`src/mpf_pkg.sv`:
```
// Package for the multichannel PWM fader: sizes, reset values, action codes
// and the item and control structs shared by the timer, channel bank and top.
// No dependencies.
package mpf_pkg;

    localparam int CHANNELS = 16;
    localparam int LAMP_CH = (CHANNELS < 16) ? CHANNELS : 16;

    localparam logic [7:0] RESET_PERIOD_TOP   = 8'd17;
    localparam logic [7:0] RESET_PERIODS_LEFT = 8'd32;

    localparam logic [1:0] ACT_TICK  = 2'd0;
    localparam logic [1:0] ACT_WRITE = 2'd1;
    localparam logic [1:0] ACT_ARM   = 2'd2;

    typedef struct packed {
        logic [1:0] action;
        logic [3:0] channel;
        logic [7:0] value;
    } item_t;

    // Control from the timer to the channel bank for the item being executed.
    typedef struct packed {
        logic tick;
        logic period_end;
        logic load;
        logic write;
    } ctl_t;

endpackage

```
`src/mpf_timer.sv`:
```
// Phase counter, period countdown and pending count of the PWM fader.
// Decodes the held item into control for the channel bank. Uses mpf_pkg.
module mpf_timer
    import mpf_pkg::*;
(
    input  logic       aclk,
    input  logic       aresetn,
    input  logic       advance,
    input  item_t      item,
    input  logic [7:0] period_top,
    output ctl_t       ctl,
    output logic       pending_free_next,
    output logic [7:0] phase
);

    logic [7:0] phase_reg, phase_next;
    logic [7:0] periods_left_reg, periods_left_next;
    logic [7:0] pending_count_reg, pending_count_next;
    logic [7:0] phase_inc;
    logic [7:0] left_dec;

    assign phase_inc = phase_reg + 8'd1;
    assign left_dec  = periods_left_reg - 8'd1;

    always_comb begin
        ctl.tick       = (item.action == ACT_TICK);
        ctl.write      = (item.action == ACT_WRITE);
        ctl.period_end = ctl.tick && (phase_inc == period_top);
        ctl.load       = ctl.period_end && (left_dec == 8'd0);

        phase_next         = phase_reg;
        periods_left_next  = periods_left_reg;
        pending_count_next = pending_count_reg;
        if (ctl.tick) begin
            phase_next = ctl.period_end ? 8'd0 : phase_inc;
        end
        if (ctl.period_end) begin
            periods_left_next = ctl.load ? pending_count_reg : left_dec;
        end
        if (ctl.load) begin
            pending_count_next = 8'd0;
        end else if (item.action == ACT_ARM) begin
            pending_count_next = item.value;
        end
    end

    assign pending_free_next = (pending_count_next == 8'd0);
    assign phase             = phase_reg;

    always_ff @(posedge aclk) begin
        if (!aresetn) begin
            phase_reg         <= 8'd0;
            periods_left_reg  <= RESET_PERIODS_LEFT;
            pending_count_reg <= 8'd0;
        end else if (advance) begin
            phase_reg         <= phase_next;
            periods_left_reg  <= periods_left_next;
            pending_count_reg <= pending_count_next;
        end
    end

endmodule

```
`src/mpf_bank.sv`:
```
// Per-channel level, delta and pending delta registers with the PWM compare.
// Uses mpf_pkg; driven by the control struct from mpf_timer.
module mpf_bank
    import mpf_pkg::*;
(
    input  logic        aclk,
    input  logic        aresetn,
    input  logic        advance,
    input  ctl_t        ctl,
    input  item_t       item,
    input  logic [7:0]  phase,
    output logic [15:0] lamp_next
);

    logic [7:0] level_reg [CHANNELS];
    logic [7:0] delta_reg [CHANNELS];
    logic [7:0] pend_reg  [CHANNELS];

    // Drive a lamp on while the phase is below its level.
    always_comb begin
        lamp_next = 16'd0;
        for (int i = 0; i < LAMP_CH; i++) begin
            lamp_next[i] = (phase < level_reg[i]);
        end
    end

    always_ff @(posedge aclk) begin
        if (!aresetn) begin
            for (int i = 0; i < CHANNELS; i++) begin
                level_reg[i] <= 8'd0;
                delta_reg[i] <= 8'd0;
                pend_reg[i]  <= 8'd0;
            end
        end else if (advance) begin
            for (int i = 0; i < CHANNELS; i++) begin
                if (ctl.period_end) begin
                    level_reg[i] <= level_reg[i] + delta_reg[i];
                end
                if (ctl.load) begin
                    delta_reg[i] <= pend_reg[i];
                end
                if (ctl.write && (32'(item.channel) == i)) begin
                    pend_reg[i] <= item.value;
                end
            end
        end
    end

endmodule

```
`src/multichannel_pwm_fader_top.sv`:
```
// Top level of the multichannel PWM fader: input register, result register,
// period_top configuration register. Depends on mpf_pkg, mpf_timer, mpf_bank.
//
// Usage:
//   Input channel (s_valid/s_ready): one transaction per item. action selects
//   a PWM tick, a write of one channel's pending delta, or an arm of the
//   pending period count. Every item yields exactly one result transaction.
//   Result channel (m_valid/m_ready): m_lamp_bits carries the lamp pattern
//   (held between ticks), m_pending_free says the pending count is zero and
//   m_period_end marks a tick that closed a PWM period and stepped the fade.
//   Config channel (cfg_valid/cfg_ready): writes period_top; always ready.
//   Write it only while no item is in flight.
// Timing: an accepted item is held in the input register and executes into
//   the result register once that register is free or draining; m_valid
//   then rises. One item per cycle is sustained while m_ready stays high;
//   the state update of the channel bank and timer as each item executes
//   sets that figure.
// Reset (aresetn low, synchronous): levels, deltas and pending deltas clear,
//   phase and pending count go to zero, the countdown to 32, period_top to 17
//   and both pipeline registers empty.
// Stall: while m_ready is low the result register holds; the input register
//   still takes one item, after which s_ready drops until the result drains.
module multichannel_pwm_fader_top
    import mpf_pkg::*;
(
    input  logic        aclk,
    input  logic        aresetn,
    input  logic        s_valid,
    output logic        s_ready,
    input  logic [1:0]  s_action,
    input  logic [3:0]  s_channel,
    input  logic [7:0]  s_value,
    output logic        m_valid,
    input  logic        m_ready,
    output logic [15:0] m_lamp_bits,
    output logic        m_pending_free,
    output logic        m_period_end,
    input  logic        cfg_valid,
    output logic        cfg_ready,
    input  logic [7:0]  cfg_period_top
);

    logic        in_valid_reg;
    item_t       in_item_reg;
    logic        out_valid_reg;
    logic [15:0] lamp_reg;
    logic        pending_free_reg;
    logic        period_end_reg;
    logic [7:0]  period_top_reg;

    logic        advance;
    ctl_t        ctl;
    logic        pending_free_next;
    logic [15:0] lamp_next;
    logic [7:0]  phase;

    // Execute the held item when the result register is free or draining.
    assign advance   = in_valid_reg && (!out_valid_reg || m_ready);
    assign s_ready   = !in_valid_reg || advance;
    assign cfg_ready = 1'b1;

    always_ff @(posedge aclk) begin
        if (!aresetn) begin
            period_top_reg <= RESET_PERIOD_TOP;
        end else if (cfg_valid) begin
            period_top_reg <= cfg_period_top;
        end
    end

    // Input register: capture a new transaction, drop valid once executed.
    always_ff @(posedge aclk) begin
        if (!aresetn) begin
            in_valid_reg <= 1'b0;
        end else if (s_ready) begin
            in_valid_reg <= s_valid;
        end
    end

    always_ff @(posedge aclk) begin
        if (s_valid && s_ready) begin
            in_item_reg.action  <= s_action;
            in_item_reg.channel <= s_channel;
            in_item_reg.value   <= s_value;
        end
    end

    mpf_timer u_timer (
        .aclk              (aclk),
        .aresetn           (aresetn),
        .advance           (advance),
        .item              (in_item_reg),
        .period_top        (period_top_reg),
        .ctl               (ctl),
        .pending_free_next (pending_free_next),
        .phase             (phase)
    );

    mpf_bank u_bank (
        .aclk      (aclk),
        .aresetn   (aresetn),
        .advance   (advance),
        .ctl       (ctl),
        .item      (in_item_reg),
        .phase     (phase),
        .lamp_next (lamp_next)
    );

    // Result register; the lamp field doubles as the held lamp state.
    always_ff @(posedge aclk) begin
        if (!aresetn) begin
            out_valid_reg    <= 1'b0;
            lamp_reg         <= 16'd0;
            pending_free_reg <= 1'b1;
            period_end_reg   <= 1'b0;
        end else begin
            if (advance) begin
                out_valid_reg    <= 1'b1;
                pending_free_reg <= pending_free_next;
                period_end_reg   <= ctl.period_end;
                if (ctl.tick) begin
                    lamp_reg <= lamp_next;
                end
            end else if (m_ready) begin
                out_valid_reg <= 1'b0;
            end
        end
    end

    assign m_valid        = out_valid_reg;
    assign m_lamp_bits    = lamp_reg;
    assign m_pending_free = pending_free_reg;
    assign m_period_end   = period_end_reg;

endmodule

```
`config.mk`:
```
export PLATFORM = sky130hd
export DESIGN_NAME = multichannel_pwm_fader_top
export DESIGN_NICKNAME = d
export VERILOG_FILES = /design/src/mpf_pkg.sv /design/src/mpf_timer.sv /design/src/mpf_bank.sv /design/src/multichannel_pwm_fader_top.sv
export SDC_FILE = /design/constraint.sdc
export NUM_CORES = 1
export LEC_CHECK = 0
export BUFFER_PORTS_ARGS = -buffer_cell sky130_fd_sc_hd__clkbuf_2
export CELL_PAD_IN_SITES_DETAIL_PLACEMENT = 1
export CELL_PAD_IN_SITES_GLOBAL_PLACEMENT = 1
export CORE_UTILIZATION = 45
export DETAILED_ROUTE_END_ITERATION = 12
export PLACE_DENSITY = 0.74
export SYNTH_ARGS = -nofsm -noshare
export SYNTH_HDL_FRONTEND = slang
export SYNTH_HIERARCHICAL = 1
export SYNTH_SLANG_ARGS = --single-unit
```
`constraint.sdc`:
```
create_clock -name aclk -period 6.6 [get_ports aclk]
set_clock_uncertainty 0.1 [all_clocks]
set_input_delay 0.66 -clock aclk [delete_from_list [all_inputs] [get_ports aclk]]
set_output_delay 0.66 -clock aclk [all_outputs]
set_load 0.02 [all_outputs]
```
==> flow_metrics.tcl, run 1 <==
set metrics [dict create \
    crit_path_max_fanout 49 \
    syn_area_sq_mm 0.02506 \
    end_kind "flop" \
    synthTopCellsByCount "398 x edfxtp_1, 227 x ha_1, 183 x nor2_1" \
    wl_met1_microns 28380 \
    slew_headroom_pct 10.29 \
    report.final.slew_viol_count 0 \
    critical_path_arrival_ps 5070 \
    critPathLaunchType "flop" \
    start_util_pct 45.49 \
    holdWs_ps 138.6 \
    dr.pass1.iters 5 \
    yosys.area.top_type "edfxtp_1" \
    io_pins 48 \
    hpwl_microns 44090 \
    seqPwrFrac_pct 47.8 \
    rows 86 \
    fin_crit_sh_pct 74.95 \
    drive_gt1_share_pct 8.578 \
    combinationalPowerShare_pct 10.2 \
    r2r_slack_ps 1650 \
    netlist_instances 2224 \
    yosys_warnings 6 \
    status "completed" \
    grt_usage_pct 23.45 \
    p_int_uw 5292 \
    syn_nets 2494 \
    maxCapViolCount 0 \
    dieWidth_microns 238 \
    post-cts-setup-buffers 0 \
    ys_seq_area_share_pct 51.84 \
    synth-seq-cells 450 \
    fmax_mhz 202.2 \
    synth_top_area_share_pct 47.69 \
    synth_edf_count 398 \
    worstPathRequired_ps 6720 \
    vdd_drop_max_mv 0.1912 \
    die_area_sq_mm 0.05664 \
    rsz0062_at_grt "false" \
    synth.distinct_cells 72 \
    gp_congestion 0.8103 \
    holdBufCountCts 0 \
    io_buffers 46 \
    top_layer "met4" \
    hold_violations 0 \
    wl_microns 65060 \
    grt_pass1_wl_microns 103700 \
    yosysMostFrequentCell "edfxtp_1" \
    sw_frac_of_total_pct 24.23 \
    clockPowerShare_pct 42.0 \
    hold_path.class "input port to flop" \
    async_reset_ff_share_pct 0 \
    diodes 0 \
    cts_tree "done" \
    cts.sinks 450 \
    grt_max_degree 71 \
    core_area_sq_mm 0.05509 \
    postSynthAreaPerCell_sq_um 11.27 \
    crit_type "flop to flop" \
    cts.path.max_buffers 3 \
    power_density_mw_per_mm2 250.4 \
    grt_pass1_vias 18860 \
    wire_per_inst_microns 21.21 \
    nets 2549 \
    cts.clk_slew.worst_paths_ps 60 \
    die_h_microns 238 \
    cts_root_buf "clkbuf_16" \
    ant_nets 0 \
    drc 0 \
    h-tree-depth 2 \
    via_count 17350 \
    fin_setup_tns_ps 0 \
    tightest_slew_ps 1332 \
    switchingPower_uw 1692 \
    dr_wl_met2_microns 32520 \
    overflow 0 \
    cts_resized 0 \
    antenna_found_initial 0 \
    synth_area_leaders "edfxtp_1 48%, ha_1 11%, dfxtp_1 4.2%" \
    clk_latency_ps 590 \
    finalCriticalPeriod_ps 4946 \
    setup_viol 0 \
    synth_flop_cell "edfxtp_1" \
    syn2layout_area_growth_pct 11.29 \
    routed-wl-met3_microns 2121 \
    drt-initial-drc-count 1029 \
    via_per_inst 5.656 \
    numCtsBuffers 50 \
    leakagePower_uw 0.01167 \
]
-- area by class of cell --
cell class,instances,area (sq um)
Clock buffer,67,1396
Sequential cell,450,12990
Fill cell,5883,27200
Tap cell,748,935.9
Multi-Input combinational cell,1518,11080
Clock inverter,26,321.6
Timing Repair Buffer,77,481.7
Inverter,182,683.2
-- through the flow --
stage / util (%) / instances / setup WS [ps] / power, uW / cell area, sq um
after global routing: 50.63 / 3068 / 1332 / 7251 / 27890
after CTS: 50.63 / 3068 / 1623 / 7055 / 27890
after global placement: 47.51 / 2975 / 1810 / 4045 / 26180
final: 50.63 / 3068 / 1654 / 6984 / 27890
after detailed placement: 47.51 / 2975 / 1632 / 4101 / 26180
after floorplan: - / 2224 / 1054 / 3877 / 25060
-- metal layers --
metal  up-vias  global-route usage (%)
li1       8220                       -
met1      8735                   29.69
met2       283                   41.48
met3       115                   2.857
met4         0                   7.770
met5         -                       0
-- worst paths after layout --
path,start,end,cells after the start
worst max register to register,u_timer/phase[0]$_SDFFE_PN0P_,u_bank/level_reg[0][27]$_SDFFCE_PN0P_,8
worst min-delay path,s_channel[2],in_item_reg[10]$_DFFE_PP_,1
worst max-delay path,u_timer/phase[0]$_SDFFE_PN0P_,u_bank/level_reg[0][27]$_SDFFCE_PN0P_,8
worst min register to register,m_lamp_bits[1]$_SDFFE_PN0P_,m_lamp_bits[1]$_SDFFE_PN0P_,2
-- power by group through the flow --
stage	clock network, uW	registers (uW)	logic, uW
floorplan	0	3370	506
global placement	0	3390	657
detailed placement	0	3400	706
CTS	3000	3340	714
global route	3110	3350	792
finish	2940	3340	713
-- worst max-delay path, cell delays in order (launching register included) --
cell and delay (ps):
dfxtp_1 1060, nand3_1 370, a311o_1 440, a2bb2oi_2 170
nand4_2 440, nor2_1 490, nand2_1 220, nand2_4 660
buf_4 560
-- kinds of logic (layout without fill, tap and decap cells) --
logic type,count (synthesis),in the layout,synth area share [%]
xor+xnor,26,26,0.9086
fa+ha+maj,243,243,12.61
flops,450,450,51.84
simple gates,814,814,17.36
mux,65,65,2.621
buf+inv,256,352,4.099
compound gates,369,369,10.54
other cells,1,1,0.01496
-- cells in the final DEF, fill, tap and decap left out, types with 50 or more instances in the layout --
master,netlist,layout
dfxtp_1,52,51
nor3_1,54,54
and2_1,151,151
inv_1,181,181
ha_1,227,227
edfxtp_1,398,398
mux2i_1,60,60
nand2_1,126,124
nor3b_1,60,60
nand3_1,50,50
clkbuf_16,0,51
a21o_1,64,64
nor2_1,183,181
(Power assumes the default switching activity.)
==> inputs of run 2 (changes only) <==
PLACE_DENSITY = 0.77   (was 0.74)
clock period = 4.1 ns   (was 6.6 ns; I/O delays follow)
==> run 2 against run 1 <==
  * Register-to-register slack worse by 1200 ps
  * Setup slack worse by 1200 ps
  * Cell count is 1.3% higher
  * Power is 62% higher
  * Global-route usage is 0.83 points higher
  * Clock power is 62% higher
  * First-iteration DRC count is 14% higher
  * Wire length is 4.7% higher
  * Utilization is 0.76 points higher
  * Worst hold slack worse by 44 ps
  * Sequential power is 61% higher
  * Largest power group unchanged
  * Highest routed layer unchanged
==> flow_metrics.tcl, run 2 (synthesized netlist as in run 1, its figures left out) <==
set metrics [dict create \
    io_buffers 46 \
    crit_path_max_fanout 24 \
    r2r_cells 11 \
    crit_buf_inv 1 \
    fin_crit_sh_pct 88.89 \
    wl_microns 68130 \
    slew_headroom_pct 54.35 \
    grt_usage_pct 24.28 \
    ant_nets 0 \
    setup_viol 0 \
    numCtsBuffers 49 \
    wire_per_inst_microns 21.93 \
    r2r-end "u_bank/level_reg[0][7]$_SDFFCE_PN0P_" \
    drt-initial-drc-count 1175 \
    crit_slowest_cell "nor2_4" \
    via_count 17740 \
    die_h_microns 238 \
    finalCriticalPeriod_ps 3644 \
    io_pins 48 \
    die_area_sq_mm 0.05664 \
    core_area_sq_mm 0.05509 \
    path_delay_family "simple AND/OR/NAND/NOR gates" \
    hold_path.class "input port to flop" \
    holdWs_ps 94.35 \
    tightest_slew_ps 684.8 \
    hold_path_depth 3 \
    timing.critical_path.slowest_cell_delay_ps 430 \
    fin_area_sq_mm 0.02831 \
    cts_tree "done" \
    critical_path_arrival_ps 3980 \
    path_cells "ha_1, and3_1, a221o_1, a21boi_2, nor2_1, nor2_1, nand2_1, nor2_4, buf_4, nand2_1, mux2i_1" \
    cts_root_buf "clkbuf_16" \
    hp-start "m_ready" \
    cts.sinks 450 \
    grt_max_degree 113 \
    rsz0062_at_grt "false" \
    cts_resized 0 \
    critPathLaunchType "flop" \
    via_per_inst 5.709 \
    syn2layout_area_growth_pct 12.96 \
    maxCapViolCount 0 \
    end_kind "flop" \
    fin_util_pct 51.39 \
    dp.cells 2990 \
    drc 0 \
    cts.clk_slew.worst_paths_ps 60 \
    cts.path.max_buffers 3 \
    r2r-start "u_timer/phase[0]$_SDFFE_PN0P_" \
    crit_type "flop to flop" \
    vdd_drop_max_mv 0.4460 \
    worstPathRequired_ps 4440 \
    dr.pass1.iters 6 \
    leakagePower_uw 0.01186 \
    fin_setup_tns_ps 0 \
    h-tree-depth 2 \
    report.final.slew_viol_count 0 \
    start_util_pct 45.49 \
    grt_pass1_wl_microns 106400 \
    clk_latency_ps 610 \
    rows 86 \
    hpwl_microns 45390 \
    nets 2586 \
    whs_endpoint "m_valid$_SDFFE_PN0P_" \
    fmax_mhz 274.4 \
    final_common_cell "edfxtp_1" \
    power_density_mw_per_mm2 400.1 \
    grt_pass1_vias 18940 \
    antenna_found_initial 2 \
    overflow 0 \
    final_cells 3107 \
    hold_violations 0 \
    place_area_sq_mm 0.02635 \
    dieWidth_microns 238 \
    most-common-layout-cells "398 x edfxtp_1, 227 x ha_1, 181 x inv_1, 181 x nor2_1, 151 x and2_1" \
    drive_gt1_share_pct 8.994 \
    status "completed" \
    gp_congestion 0.8699 \
    r2r_slack_ps 460 \
]
## run 2: cell count changes in the layout (fill, tap and decap cells not counted), moves of 3 or more
cell           delta
buf_12            +4
dlygate4sd3_1    +23
clkbuf_8          -3
buf_4            +11
## run 2: what timing repair did
item,in CTS,in global routing
hold endpoints to repair,23,0
endpoints found under the setup margin,0,0
hold buffers,23,0
setup buffers,0,0
## run 2: power by group
| part | switching [uW] | internal, uW |
|---|---|---|
| registers | 131 | 5240 |
| logic | 722 | 470 |
| clock network | 1920 | 2850 |
## run 2: worst register-to-register path: stages (launching register included)
cell and delay [ps]:
dfxtp_1 330, ha_1 290, and3_1 240, a221o_1 300
a21boi_2 240, nor2_1 200, nor2_1 390, nand2_1 290
nor2_4 430, buf_4 400, nand2_1 110, mux2i_1 160
## run 2: layout make-up
cell class	instances	area [sq um]
well taps	748	935.9
multi-input cells	1518	11100
inverters	182	683.2
clock inverters	26	359.1
fillers	5896	26780
repair buffers	115	874.6
diodes	2	5.005
clock buffers	66	1363
flip-flops and latches	450	12990
## run 2: how the worst max path moves through the flow
stage	from	endpoint	slack [ps]	cells after the start
6_report	u_timer/phase[0]$_SDFFE_PN0P_	u_bank/level_reg[0][7]$_SDFFCE_PN0P_	460	11
2_1_floorplan	u_timer/phase[2]$_SDFFE_PN0P_	u_bank/level_reg[0][0]$_SDFFCE_PN0P_	400	9
3_5_place_dp	u_timer/phase[0]$_SDFFE_PN0P_	u_bank/level_reg[0][7]$_SDFFCE_PN0P_	560	11
4_1_cts	u_timer/phase[0]$_SDFFE_PN0P_	u_bank/level_reg[0][7]$_SDFFCE_PN0P_	470	11
3_3_place_gp	u_timer/phase[0]$_SDFFE_PN0P_	u_bank/level_reg[0][54]$_SDFFCE_PN0P_	690	11
5_1_grt	u_timer/phase[2]$_SDFFE_PN0P_	u_bank/level_reg[0][7]$_SDFFCE_PN0P_	270	10
## run 2: through the flow
| stage | total power [uW] | setup slack [ps] |
|---|---|---|
| after floorplan | 6230 | 402.1 |
| after global placement | 6516 | 691.7 |
| after detailed placement | 6614 | 563.6 |
| after CTS | 11390 | 468.4 |
| after global routing | 11710 | 269.2 |
| final | 11330 | 455.6 |
## run 2: metal layers
metal	GRT usage, %	wire length [microns]	vias to the layer above
met2	43.80	34650	390
met1	29.58	28600	8937
met5	0	0	-
met3	3.447	2772	134
met4	8.333	2112	0
li1	-	-	8277
